File: src/design/valve_max_on_time_lockout_assert.svh
// Assertion macros for the valve on-time limiter.
`ifndef VALVE_MAX_ON_TIME_LOCKOUT_ASSERT_SVH
`define VALVE_MAX_ON_TIME_LOCKOUT_ASSERT_SVH
`ifndef ASSERT_OFF
`define VMOL_ASSERT_NOW(label, clk, rst, ante, cons) \
  label: assert property (@(posedge clk) disable iff (rst) (ante) |-> (cons)) \
    else $error("vmol assertion failed");
`define VMOL_ASSERT_NEXT(label, clk, rst, ante, cons) \
  label: assert property (@(posedge clk) disable iff (rst) (ante) |=> (cons)) \
    else $error("vmol assertion failed");
`else
`define VMOL_ASSERT_NOW(label, clk, rst, ante, cons)
`define VMOL_ASSERT_NEXT(label, clk, rst, ante, cons)
`endif
`endif

File: src/design/vmol_pkg.sv
// Types, constants and helpers shared by the valve on-time limiter.
`timescale 1ns / 1ps
package vmol_pkg;

  localparam int COUNT_W = 16;
  localparam int CFG_DATA_W = 16;
  localparam int CFG_INDEX_W = 1;

  localparam logic [CFG_INDEX_W-1:0] REG_ON_LIMIT = 1'd0;
  localparam logic [CFG_INDEX_W-1:0] REG_LOCKOUT = 1'd1;

  localparam logic [COUNT_W-1:0] ON_LIMIT_RESET = 16'd1000;
  localparam logic [COUNT_W-1:0] LOCKOUT_RESET = 16'd5000;
  localparam logic [COUNT_W-1:0] COUNT_MAX = 16'hFFFF;

  typedef logic [COUNT_W-1:0] count_t;

  typedef struct packed {
    count_t on_limit;
    count_t lockout;
  } vmol_cfg_t;

  typedef struct packed {
    logic valve;
    logic locked;
  } vmol_chan_st_t;

  function automatic count_t sat_inc(input count_t v);
    sat_inc = (v == COUNT_MAX) ? COUNT_MAX : v + count_t'(1);
  endfunction

endpackage

File: src/design/vmol_tick_if.sv
// Valid/ready channel interfaces: tick input and result output.
`timescale 1ns / 1ps
interface vmol_tick_if #(parameter int CHANNELS = 3);
  logic                valid;
  logic                ready;
  logic [CHANNELS-1:0] pressed_mask;

  modport source (output valid, output pressed_mask, input ready);
  modport sink (input valid, input pressed_mask, output ready);
endinterface

interface vmol_result_if #(parameter int CHANNELS = 3);
  logic                valid;
  logic                ready;
  logic [CHANNELS-1:0] valve_mask;
  logic [CHANNELS-1:0] locked_mask;

  modport source (output valid, output valve_mask, output locked_mask, input ready);
  modport sink (input valid, input valve_mask, input locked_mask, output ready);
endinterface

File: src/design/valve_max_on_time_lockout.sv
// Top level of the valve on-time limiter with lockout.
//
//   port        dir   payload                        meaning
//   tick_in     sink  pressed_mask[CHANNELS]         one tick of button states
//   result_out  src   valve_mask, locked_mask        valve and lockout after tick
//   cfg_*       in    cfg_index, cfg_data[15:0]      on_limit / lockout writes
//
// One tick per cycle; the result is registered and shows in the cycle after the
// transaction. tick_in.ready drops only while a result waits with
// result_out.ready low. Synchronous reset clears all channel state and loads
// on_limit 1000 and lockout 5000.
`timescale 1ns / 1ps
`include "valve_max_on_time_lockout_assert.svh"
module valve_max_on_time_lockout
  import vmol_pkg::*;
#(
  parameter int CHANNELS = 3
) (
  input  logic                   clk,
  input  logic                   rst,
  vmol_tick_if.sink              tick_in,
  vmol_result_if.source          result_out,
  input  logic                   cfg_we,
  input  logic [CFG_INDEX_W-1:0] cfg_index,
  input  logic [CFG_DATA_W-1:0]  cfg_data
);

  vmol_cfg_t           cfg;
  logic                out_valid;
  logic [CHANNELS-1:0] valve_mask;
  logic [CHANNELS-1:0] locked_mask;
  logic [CHANNELS-1:0] valve_mask_next;
  logic [CHANNELS-1:0] locked_mask_next;
  logic                step;

  assign tick_in.ready = !out_valid || result_out.ready;
  assign step = tick_in.valid && tick_in.ready;

  always_ff @(posedge clk) begin
    if (rst) begin
      cfg.on_limit <= ON_LIMIT_RESET;
      cfg.lockout  <= LOCKOUT_RESET;
    end else if (cfg_we) begin
      unique case (cfg_index)
        REG_ON_LIMIT: cfg.on_limit <= cfg_data;
        REG_LOCKOUT:  cfg.lockout  <= cfg_data;
        default:      ;
      endcase
    end
  end

  for (genvar c = 0; c < CHANNELS; c++) begin : g_chan
    vmol_chan_st_t st_next;

    vmol_chan u_chan (
      .clk     (clk),
      .rst     (rst),
      .step    (step),
      .press   (tick_in.pressed_mask[c]),
      .cfg     (cfg),
      .st_next (st_next)
    );

    assign valve_mask_next[c]  = st_next.valve;
    assign locked_mask_next[c] = st_next.locked;
  end

  always_ff @(posedge clk) begin
    if (rst) begin
      out_valid <= 1'b0;
    end else if (step) begin
      out_valid <= 1'b1;
    end else if (result_out.ready) begin
      out_valid <= 1'b0;
    end
  end

  always_ff @(posedge clk) begin
    if (step) begin
      valve_mask  <= valve_mask_next;
      locked_mask <= locked_mask_next;
    end
  end

  assign result_out.valid       = out_valid;
  assign result_out.valve_mask  = valve_mask;
  assign result_out.locked_mask = locked_mask;

  // a locked channel never has its valve open
  `VMOL_ASSERT_NOW(a_no_open_while_locked, clk, rst, out_valid,
                   (valve_mask & locked_mask) == '0)
  `VMOL_ASSERT_NEXT(a_result_follows_tick, clk, rst, step, out_valid)
  `VMOL_ASSERT_NOW(a_stall_only_on_backpressure, clk, rst, !tick_in.ready,
                   out_valid && !result_out.ready)
  `VMOL_ASSERT_NEXT(a_on_limit_write, clk, rst, cfg_we && (cfg_index == REG_ON_LIMIT),
                    cfg.on_limit == $past(cfg_data))

endmodule

File: src/design/vmol_chan.sv
// One channel: valve and lockout state with saturating tick counters.
`timescale 1ns / 1ps
module vmol_chan
  import vmol_pkg::*;
(
  input  logic          clk,
  input  logic          rst,
  input  logic          step,
  input  logic          press,
  input  vmol_cfg_t     cfg,
  output vmol_chan_st_t st_next
);

  logic   valve_open;
  logic   lock_active;
  count_t open_count;
  count_t lock_count;

  logic   valve_open_next;
  logic   lock_active_next;
  count_t open_count_next;
  count_t lock_count_next;

  always_comb begin
    count_t oc;
    count_t lc;
    logic   vo;
    logic   la;
    oc = valve_open ? sat_inc(open_count) : open_count;
    lc = lock_active ? sat_inc(lock_count) : lock_count;
    vo = valve_open;
    la = lock_active;
    if (la && (lc > cfg.lockout)) begin
      la = 1'b0;
      lc = '0;
    end
    if (press) begin
      if (!la && !vo) begin
        vo = 1'b1;
        oc = '0;
      end
      if (vo && (oc > cfg.on_limit)) begin
        vo = 1'b0;
        oc = '0;
        la = 1'b1;
        lc = '0;
      end
    end else begin
      vo = 1'b0;
      oc = '0;
    end
    valve_open_next  = vo;
    lock_active_next = la;
    open_count_next  = oc;
    lock_count_next  = lc;
  end

  always_ff @(posedge clk) begin
    if (rst) begin
      valve_open  <= 1'b0;
      lock_active <= 1'b0;
      open_count  <= '0;
      lock_count  <= '0;
    end else if (step) begin
      valve_open  <= valve_open_next;
      lock_active <= lock_active_next;
      open_count  <= open_count_next;
      lock_count  <= lock_count_next;
    end
  end

  assign st_next.valve  = valve_open_next;
  assign st_next.locked = lock_active_next;

endmodule

File: src/flat_wrapper.sv
// flat-port wrapper written by rule: the top's interface ports become plain ports
module valve_max_on_time_lockout_flat import vmol_pkg::*;
#(
  parameter int CHANNELS = 3
)
  (clk, rst, cfg_we, cfg_index, cfg_data, tick_in_valid, tick_in_pressed_mask, tick_in_ready, result_out_valid, result_out_valve_mask, result_out_locked_mask, result_out_ready);
  vmol_tick_if #(.CHANNELS(CHANNELS)) tick_in_i ();
  vmol_result_if #(.CHANNELS(CHANNELS)) result_out_i ();
  input  logic clk;
  input  logic rst;
  input  logic cfg_we;
  input  logic [CFG_INDEX_W-1:0] cfg_index;
  input  logic [CFG_DATA_W-1:0] cfg_data;
  input wire logic [$bits(tick_in_i.valid)-1:0] tick_in_valid;
  input wire logic [$bits(tick_in_i.pressed_mask)-1:0] tick_in_pressed_mask;
  output wire logic [$bits(tick_in_i.ready)-1:0] tick_in_ready;
  output wire logic [$bits(result_out_i.valid)-1:0] result_out_valid;
  output wire logic [$bits(result_out_i.valve_mask)-1:0] result_out_valve_mask;
  output wire logic [$bits(result_out_i.locked_mask)-1:0] result_out_locked_mask;
  input wire logic [$bits(result_out_i.ready)-1:0] result_out_ready;
  assign tick_in_i.valid = tick_in_valid;
  assign tick_in_i.pressed_mask = tick_in_pressed_mask;
  assign tick_in_ready = tick_in_i.ready;
  assign result_out_valid = result_out_i.valid;
  assign result_out_valve_mask = result_out_i.valve_mask;
  assign result_out_locked_mask = result_out_i.locked_mask;
  assign result_out_i.ready = result_out_ready;
  valve_max_on_time_lockout #(.CHANNELS(CHANNELS)) u_core (.clk(clk), .rst(rst), .tick_in(tick_in_i), .result_out(result_out_i), .cfg_we(cfg_we), .cfg_index(cfg_index), .cfg_data(cfg_data));
endmodule
File: config.mk
export PLATFORM = sky130hd
export DESIGN_NAME = valve_max_on_time_lockout_flat
export DESIGN_NICKNAME = d
export VERILOG_FILES = /design/src/design/vmol_pkg.sv /design/src/design/vmol_tick_if.sv /design/src/design/valve_max_on_time_lockout.sv /design/src/design/vmol_chan.sv /design/src/flat_wrapper.sv
export VERILOG_INCLUDE_DIRS = /design/src /design/src/design
export SDC_FILE = /design/constraint.sdc
export NUM_CORES = 1
export LEC_CHECK = 0
export ABC_AREA = 1
export BUFFER_PORTS_ARGS = -buffer_cell sky130_fd_sc_hd__buf_4
export CORE_MARGIN = 1
export CORE_UTILIZATION = 35
export DETAILED_ROUTE_END_ITERATION = 7
export SLEW_MARGIN = 20
export SYNTH_ARGS = -nofsm -noshare
export SYNTH_HDL_FRONTEND = slang
export SYNTH_SLANG_ARGS = --single-unit
export TNS_END_PERCENT = 1
File: constraint.sdc
create_clock -name clk -period 5.4 [get_ports clk]
set_input_delay 0.81 -clock clk [delete_from_list [all_inputs] [get_ports clk]]
set_output_delay 0.81 -clock clk [all_outputs]
set_load 0.02 [all_outputs]
==> results.cfg, run 1 <==
[clocking]
holdBufCountCts = 0
cts_root_buffer = clkbuf_16
post-cts-setup-buffers = 0
clk_path_buf_depth = 2
clk_pin_slew_ps = 60
cts_buffers = 17
tritoncts = done
clock_latency_ps = 440
clock-sinks = 141
htree_levels = 4

[route]
drc_errors = 0
vias_per_cell = 5.06
dr.pass1.iters = 5
antenna_left = 0
vias = 11003
wl_per_cell_um = 14.3
first_iter_violations = 783
routed_wl_mm = 31.2

[sta]
setup_viol = 0
hold_violations = 0
period_minus_slack_ps = 4880
max_freq_ghz = 0.205
fin_crit_sh_pct = 90.4
slew-limit-headroom_pct = 46.1
timing.final.ws_setup_ps = 521
fin_skew_ps = 14.5
worst_hold_slack_ps = 470
drv_slew = 0
rsz0062_at_grt = true
tightest_slew_ps = 808

[worst_setup_path]
r2r_setup_slack_ps = 520
crit_family = simple AND/OR/NAND/NOR gates
crit_path_start = u_core.g_chan[0].u_chan.lock_count[0]
worst-path-buf-inv = 4
slowest_delay_ps = 400
start_kind = flip-flop
critical_path_arrival_ps = 5250
worstReg2RegEnd = u_core.g_chan[0].u_chan.open_count[7]
ff2ff_path_depth = 35
cp_common_cell = nand2_1
crit_required_ps = 5770
end_kind = flip-flop
r2r-start = u_core.g_chan[0].u_chan.lock_count[0]
critPathSlowestCell = dfxtp_1
path_class = flip-flop to flip-flop
crit_fanout = 17

[outcome]
outcome = finished, final reports clean

[power]
power.share.clock_pct = 46.0
leakage_nw = 5.69
seqPwrFrac_pct = 40.5
vdd_drop_max_v = 0.000213
power.density_nw_per_um2 = 225
internal_power_mw = 1.96
power.switching_mw = 0.796
comb_power_share_pct = 13.4
switching_share_pct = 28.9

[worst_hold_path]
hp-class = flip-flop to flip-flop
min_from = u_core.g_chan[2].u_chan.lock_count[15]
hold_depth = 2
holdPathEnd = u_core.g_chan[2].u_chan.lock_count[15]

[die]
die_w_um = 180
die_area_um2 = 32400
initial_utilization_pct = 35.9
core-area_um2 = 30900
pin_count = 33
die_h_um = 180
rows = 64

[placement]
pre_cts_ws_ps = 372
place.port_buffers = 32
postPlaceCellArea_um2 = 11600
placed_cells = 2143
gp_congestion = 0.864
detailed_place_hpwl_mm = 23.0

[synth]
synth_most_common_cell = nand2_1
yosysWarnings = 0
ys.flop_type = dfxtp_1
synth_area_per_cell_um2 = 6.27
async_flop_share_pct = 0
synth_seq_area_share_pct = 26.0
synth_nets = 1895
ys_ff_latch = 141
ys_types = 44
synth_area_leaders = dfxtp_1 (24%), nand2_1 (12%), ha_1 (12%)
synthTopCellsByCount = nand2_1 (351), nor2_1 (322), inv_1 (214), nand3_1 (141), a21oi_1 (139)
syn_area_um2 = 11100
syn_inst = 1768
synth_edf_count = 6
synth_top_area_share_pct = 24.4
yosysTopAreaCell = dfxtp_1

[global_route]
grt_antenna_before_repair = 0
grt_pass1_vias = 10369
grt_max_degree = 58
grt_overflow = 0
grt_usage_pct = 19.7
grt_pass1_wl_mm = 51.7

[layout]
post_layout_nonfiller_instances = 2175
post-route-cell-area_um2 = 12200
antennaDiodeCount = 0
drive_above_1_share_pct = 8.83
area_growth_pct = 10.4
finalNetCount = 1893
final_core_util_pct = 39.6

[flow_run]
maxCapViolCount = 0
routing by layer:
| layer | track usage, % | vias to the layer above | part of all wire [%] |
|---|---|---|---|
| met5 | 0 | - | 0 |
| met4 | 6.02 | 0 | 1.7 |
| met3 | 2.79 | 35 | 3.5 |
| met2 | 34.6 | 206 | 48 |
| met1 | 24.7 | 5050 | 47 |
| li1 | - | 5712 | - |
kinds of logic after synthesis:
family	count (synthesis)	synth area share, %
buf+inv	301	10.8
fa+ha+maj	102	11.5
compound gates	271	12.9
flops	141	26.0
xor+xnor	31	2.45
simple gates	922	36.4
stage by stage:
step           TNS (ps)  power (mW)
2_1_floorplan         0        1.39
3_3_place_gp          0        1.50
3_5_place_dp          0        1.51
4_1_cts               0        2.78
5_1_grt           -5.28        2.88
6_report              0        2.76
timing repair:
item	CTS	global route
gates resized for setup	0	5
endpoints found under the hold margin	0	0
endpoints found under the setup margin	0	82
worst min-delay path: stages (launching register included):
cell and delay (ps):
dfxtp_1 310, nand2_1 60, a21oi_1 50
registers in the layout, indices dropped and copies added, names as in the netlist:
name and flops:
u_core.result_out.locked_mask 3, u_core.result_out.valve_mask 3, u_core.cfg 32, u_core.g_chan.u_chan.lock_active 3, u_core.g_chan.u_chan.open_count 48, u_core.g_chan.u_chan.lock_count 48
u_core.g_chan.u_chan.valve_open 3, u_core.result_out.valid 1
power groups by stage:
stage / clock (mW) / sequential, mW / combinational [mW]
floorplan: 0 / 1.13 / 0.261
global placement: 0 / 1.14 / 0.361
detailed placement: 0 / 1.14 / 0.369
CTS: 1.29 / 1.12 / 0.371
global route: 1.34 / 1.12 / 0.421
finish: 1.27 / 1.12 / 0.371
area by class of cell:
cell class / instances / area (um^2)
Sequential cell: 141 / 2890
Multi-Input combinational cell: 1326 / 7030
Clock inverter: 12 / 158
Fill cell: 3302 / 18700
Clock buffer: 20 / 467
Timing Repair Buffer: 40 / 300
Tap cell: 396 / 495
Inverter: 240 / 910
placed cells by master (no fill, tap or decap), drive strengths merged, types with 3 or more instances in the layout:
cell and count:
nand2 362, nor2 337, inv 241, nand3 152
a21oi 140, dfxtp 135, ha 102, o21ai 100
buf 40, nor3 34, xor2 30, nand4 25
clkbuf 20, a31oi 12, o211ai 12, edfxtp 6
clkinv 6, nand3b 5, a21o 3, bufinv 3
worst max path at each step:
stage,endpoint,slack [ps],depth (start not counted)
after detailed placement,u_core.g_chan[2].u_chan.lock_count[12],370,25
final,u_core.g_chan[0].u_chan.open_count[7],520,35
after global routing,u_core.g_chan[1].u_chan.lock_count[8],-5,31
after CTS,u_core.g_chan[2].u_chan.lock_count[12],370,25
after global placement,u_core.g_chan[2].u_chan.lock_count[12],430,25
after floorplan,u_core.g_chan[2].u_chan.open_count[6],1420,34
Power figures use the tool's default switching activity.
==> inputs of run 2 (changes only) <==
Settings changed: CTS_BUF_LIST set to sky130_fd_sc_hd__clkbuf_8.
==> results.cfg, run 2 (synthesized netlist as in run 1, its figures left out) <==
[outcome]
outcome = finished, final reports clean

[worst_hold_path]
hp-class = flip-flop to flip-flop
hold_depth = 2

[route]
vias = 11006
vias_per_cell = 5.06
drc_errors = 0
met3_length_mm = 1.00
first_iter_violations = 807
dr_wl_met2_mm = 14.7
routed_wl_mm = 31.0
wl_per_cell_um = 14.3
dr.pass1.iters = 7
routedLengthMet1_mm = 14.6
antenna_left = 0
maxUsedRoutingLayer = met4

[sta]
rsz0062_at_grt = true
max_freq_ghz = 0.204
tightest_slew_ps = 794
setup_viol = 0
drv_slew = 0
tns_ps = 0
period_minus_slack_ps = 4910
worst_hold_slack_ps = 473
timing.final.ws_setup_ps = 491
hold_violations = 0
slew-limit-headroom_pct = 47.0
fin_skew_ps = 21.7
fin_crit_sh_pct = 90.9

[die]
die_h_um = 180
pin_count = 33
rows = 64
core-area_um2 = 30900
die_area_um2 = 32400
die_w_um = 180
initial_utilization_pct = 35.9

[layout]
layout_commonest_cell = nand2_1
final_cell_mix = nand2_1 (351), nor2_1 (320), inv_1 (213)
area_growth_pct = 8.63
reg_top3 = u_core.g_chan.u_chan.lock_count x48, u_core.g_chan.u_chan.open_count x48, u_core.cfg x32
antennaDiodeCount = 0
final_core_util_pct = 39.0
finalNetCount = 1893
drive_above_1_share_pct = 8.77

[placement]
detailed_place_hpwl_mm = 23.0
pre_cts_ws_ps = 372
place.port_buffers = 32
gp_congestion = 0.864

[worst_setup_path]
path_class = flip-flop to flip-flop
critical_path_arrival_ps = 5300
cp_common_cell = nand2_1
end_kind = flip-flop
start_kind = flip-flop
r2r_setup_slack_ps = 490
slowest_delay_ps = 410
crit_required_ps = 5790
ff2ff_path_depth = 34
crit_fanout = 17
critPathSlowestCell = dfxtp_1

[clocking]
post-cts-setup-buffers = 0
clock-sinks = 141
tritoncts = done
cts_buffers = 17
ctsResizeCount = 0
holdBufCountCts = 0
clk_path_buf_depth = 2
htree_levels = 4
cts_root_buffer = clkbuf_8
clk_pin_slew_ps = 90
clock_latency_ps = 470

[power]
vdd_drop_max_v = 0.000141
finalPower_mw = 2.44
power.density_nw_per_um2 = 203
leakage_nw = 5.61

[global_route]
grt_max_degree = 58
grt_antenna_before_repair = 0
grt_pass1_vias = 10321
grt_overflow = 0
grt_pass1_wl_mm = 51.3
grt_usage_pct = 19.5

[flow_run]
maxCapViolCount = 0
## run 2: cell counts in the layout (fill, tap and decap cells not counted)
No cell type changed its count.
## run 2: layout make-up
type,instances,area [um^2]
Inverter,240,910
Clock inverter,12,158
Multi-Input combinational cell,1326,7030
Sequential cell,141,2890
Timing Repair Buffer,40,300
Fill cell,3325,18900
Clock buffer,20,275
Tap cell,396,495
## run 2: through the flow
step	area, um^2	instances
2_1_floorplan	11100	1768
3_3_place_gp	11600	2143
3_5_place_dp	11600	2143
4_1_cts	12000	2175
5_1_grt	12000	2175
6_report	12000	2175
## run 2: final timing paths
path / endpoint / from
max: u_core.g_chan[0].u_chan.lock_count[3] / u_core.g_chan[0].u_chan.lock_count[0]
min reg2reg: u_core.g_chan[2].u_chan.lock_count[15] / u_core.g_chan[2].u_chan.lock_count[15]
min: u_core.g_chan[2].u_chan.lock_count[15] / u_core.g_chan[2].u_chan.lock_count[15]
max reg2reg: u_core.g_chan[0].u_chan.lock_count[3] / u_core.g_chan[0].u_chan.lock_count[0]
## run 2: metal layers
| layer | vias to the layer above | GRT usage (%) |
|---|---|---|
| met1 | 5056 | 24.5 |
| met4 | 0 | 7.38 |
| met5 | - | 0 |
| li1 | 5709 | - |
| met2 | 203 | 34.0 |
| met3 | 38 | 2.55 |
## run 2: critical path, delay by kind of cell, from the launching register on
family          cells  cell delay, ps
buf+inv             4             550
simple gates       24            2590
fa+ha+maj           2             590
flops               1             410
compound gates      4             680
## run 2: where the power goes
part	internal (mW)	total [mW]	switching [mW]	leakage (nW)
sequential	1.08	1.12	0.0335	1.16
combinational	0.110	0.371	0.261	4.23
clock	0.498	0.954	0.457	0.220
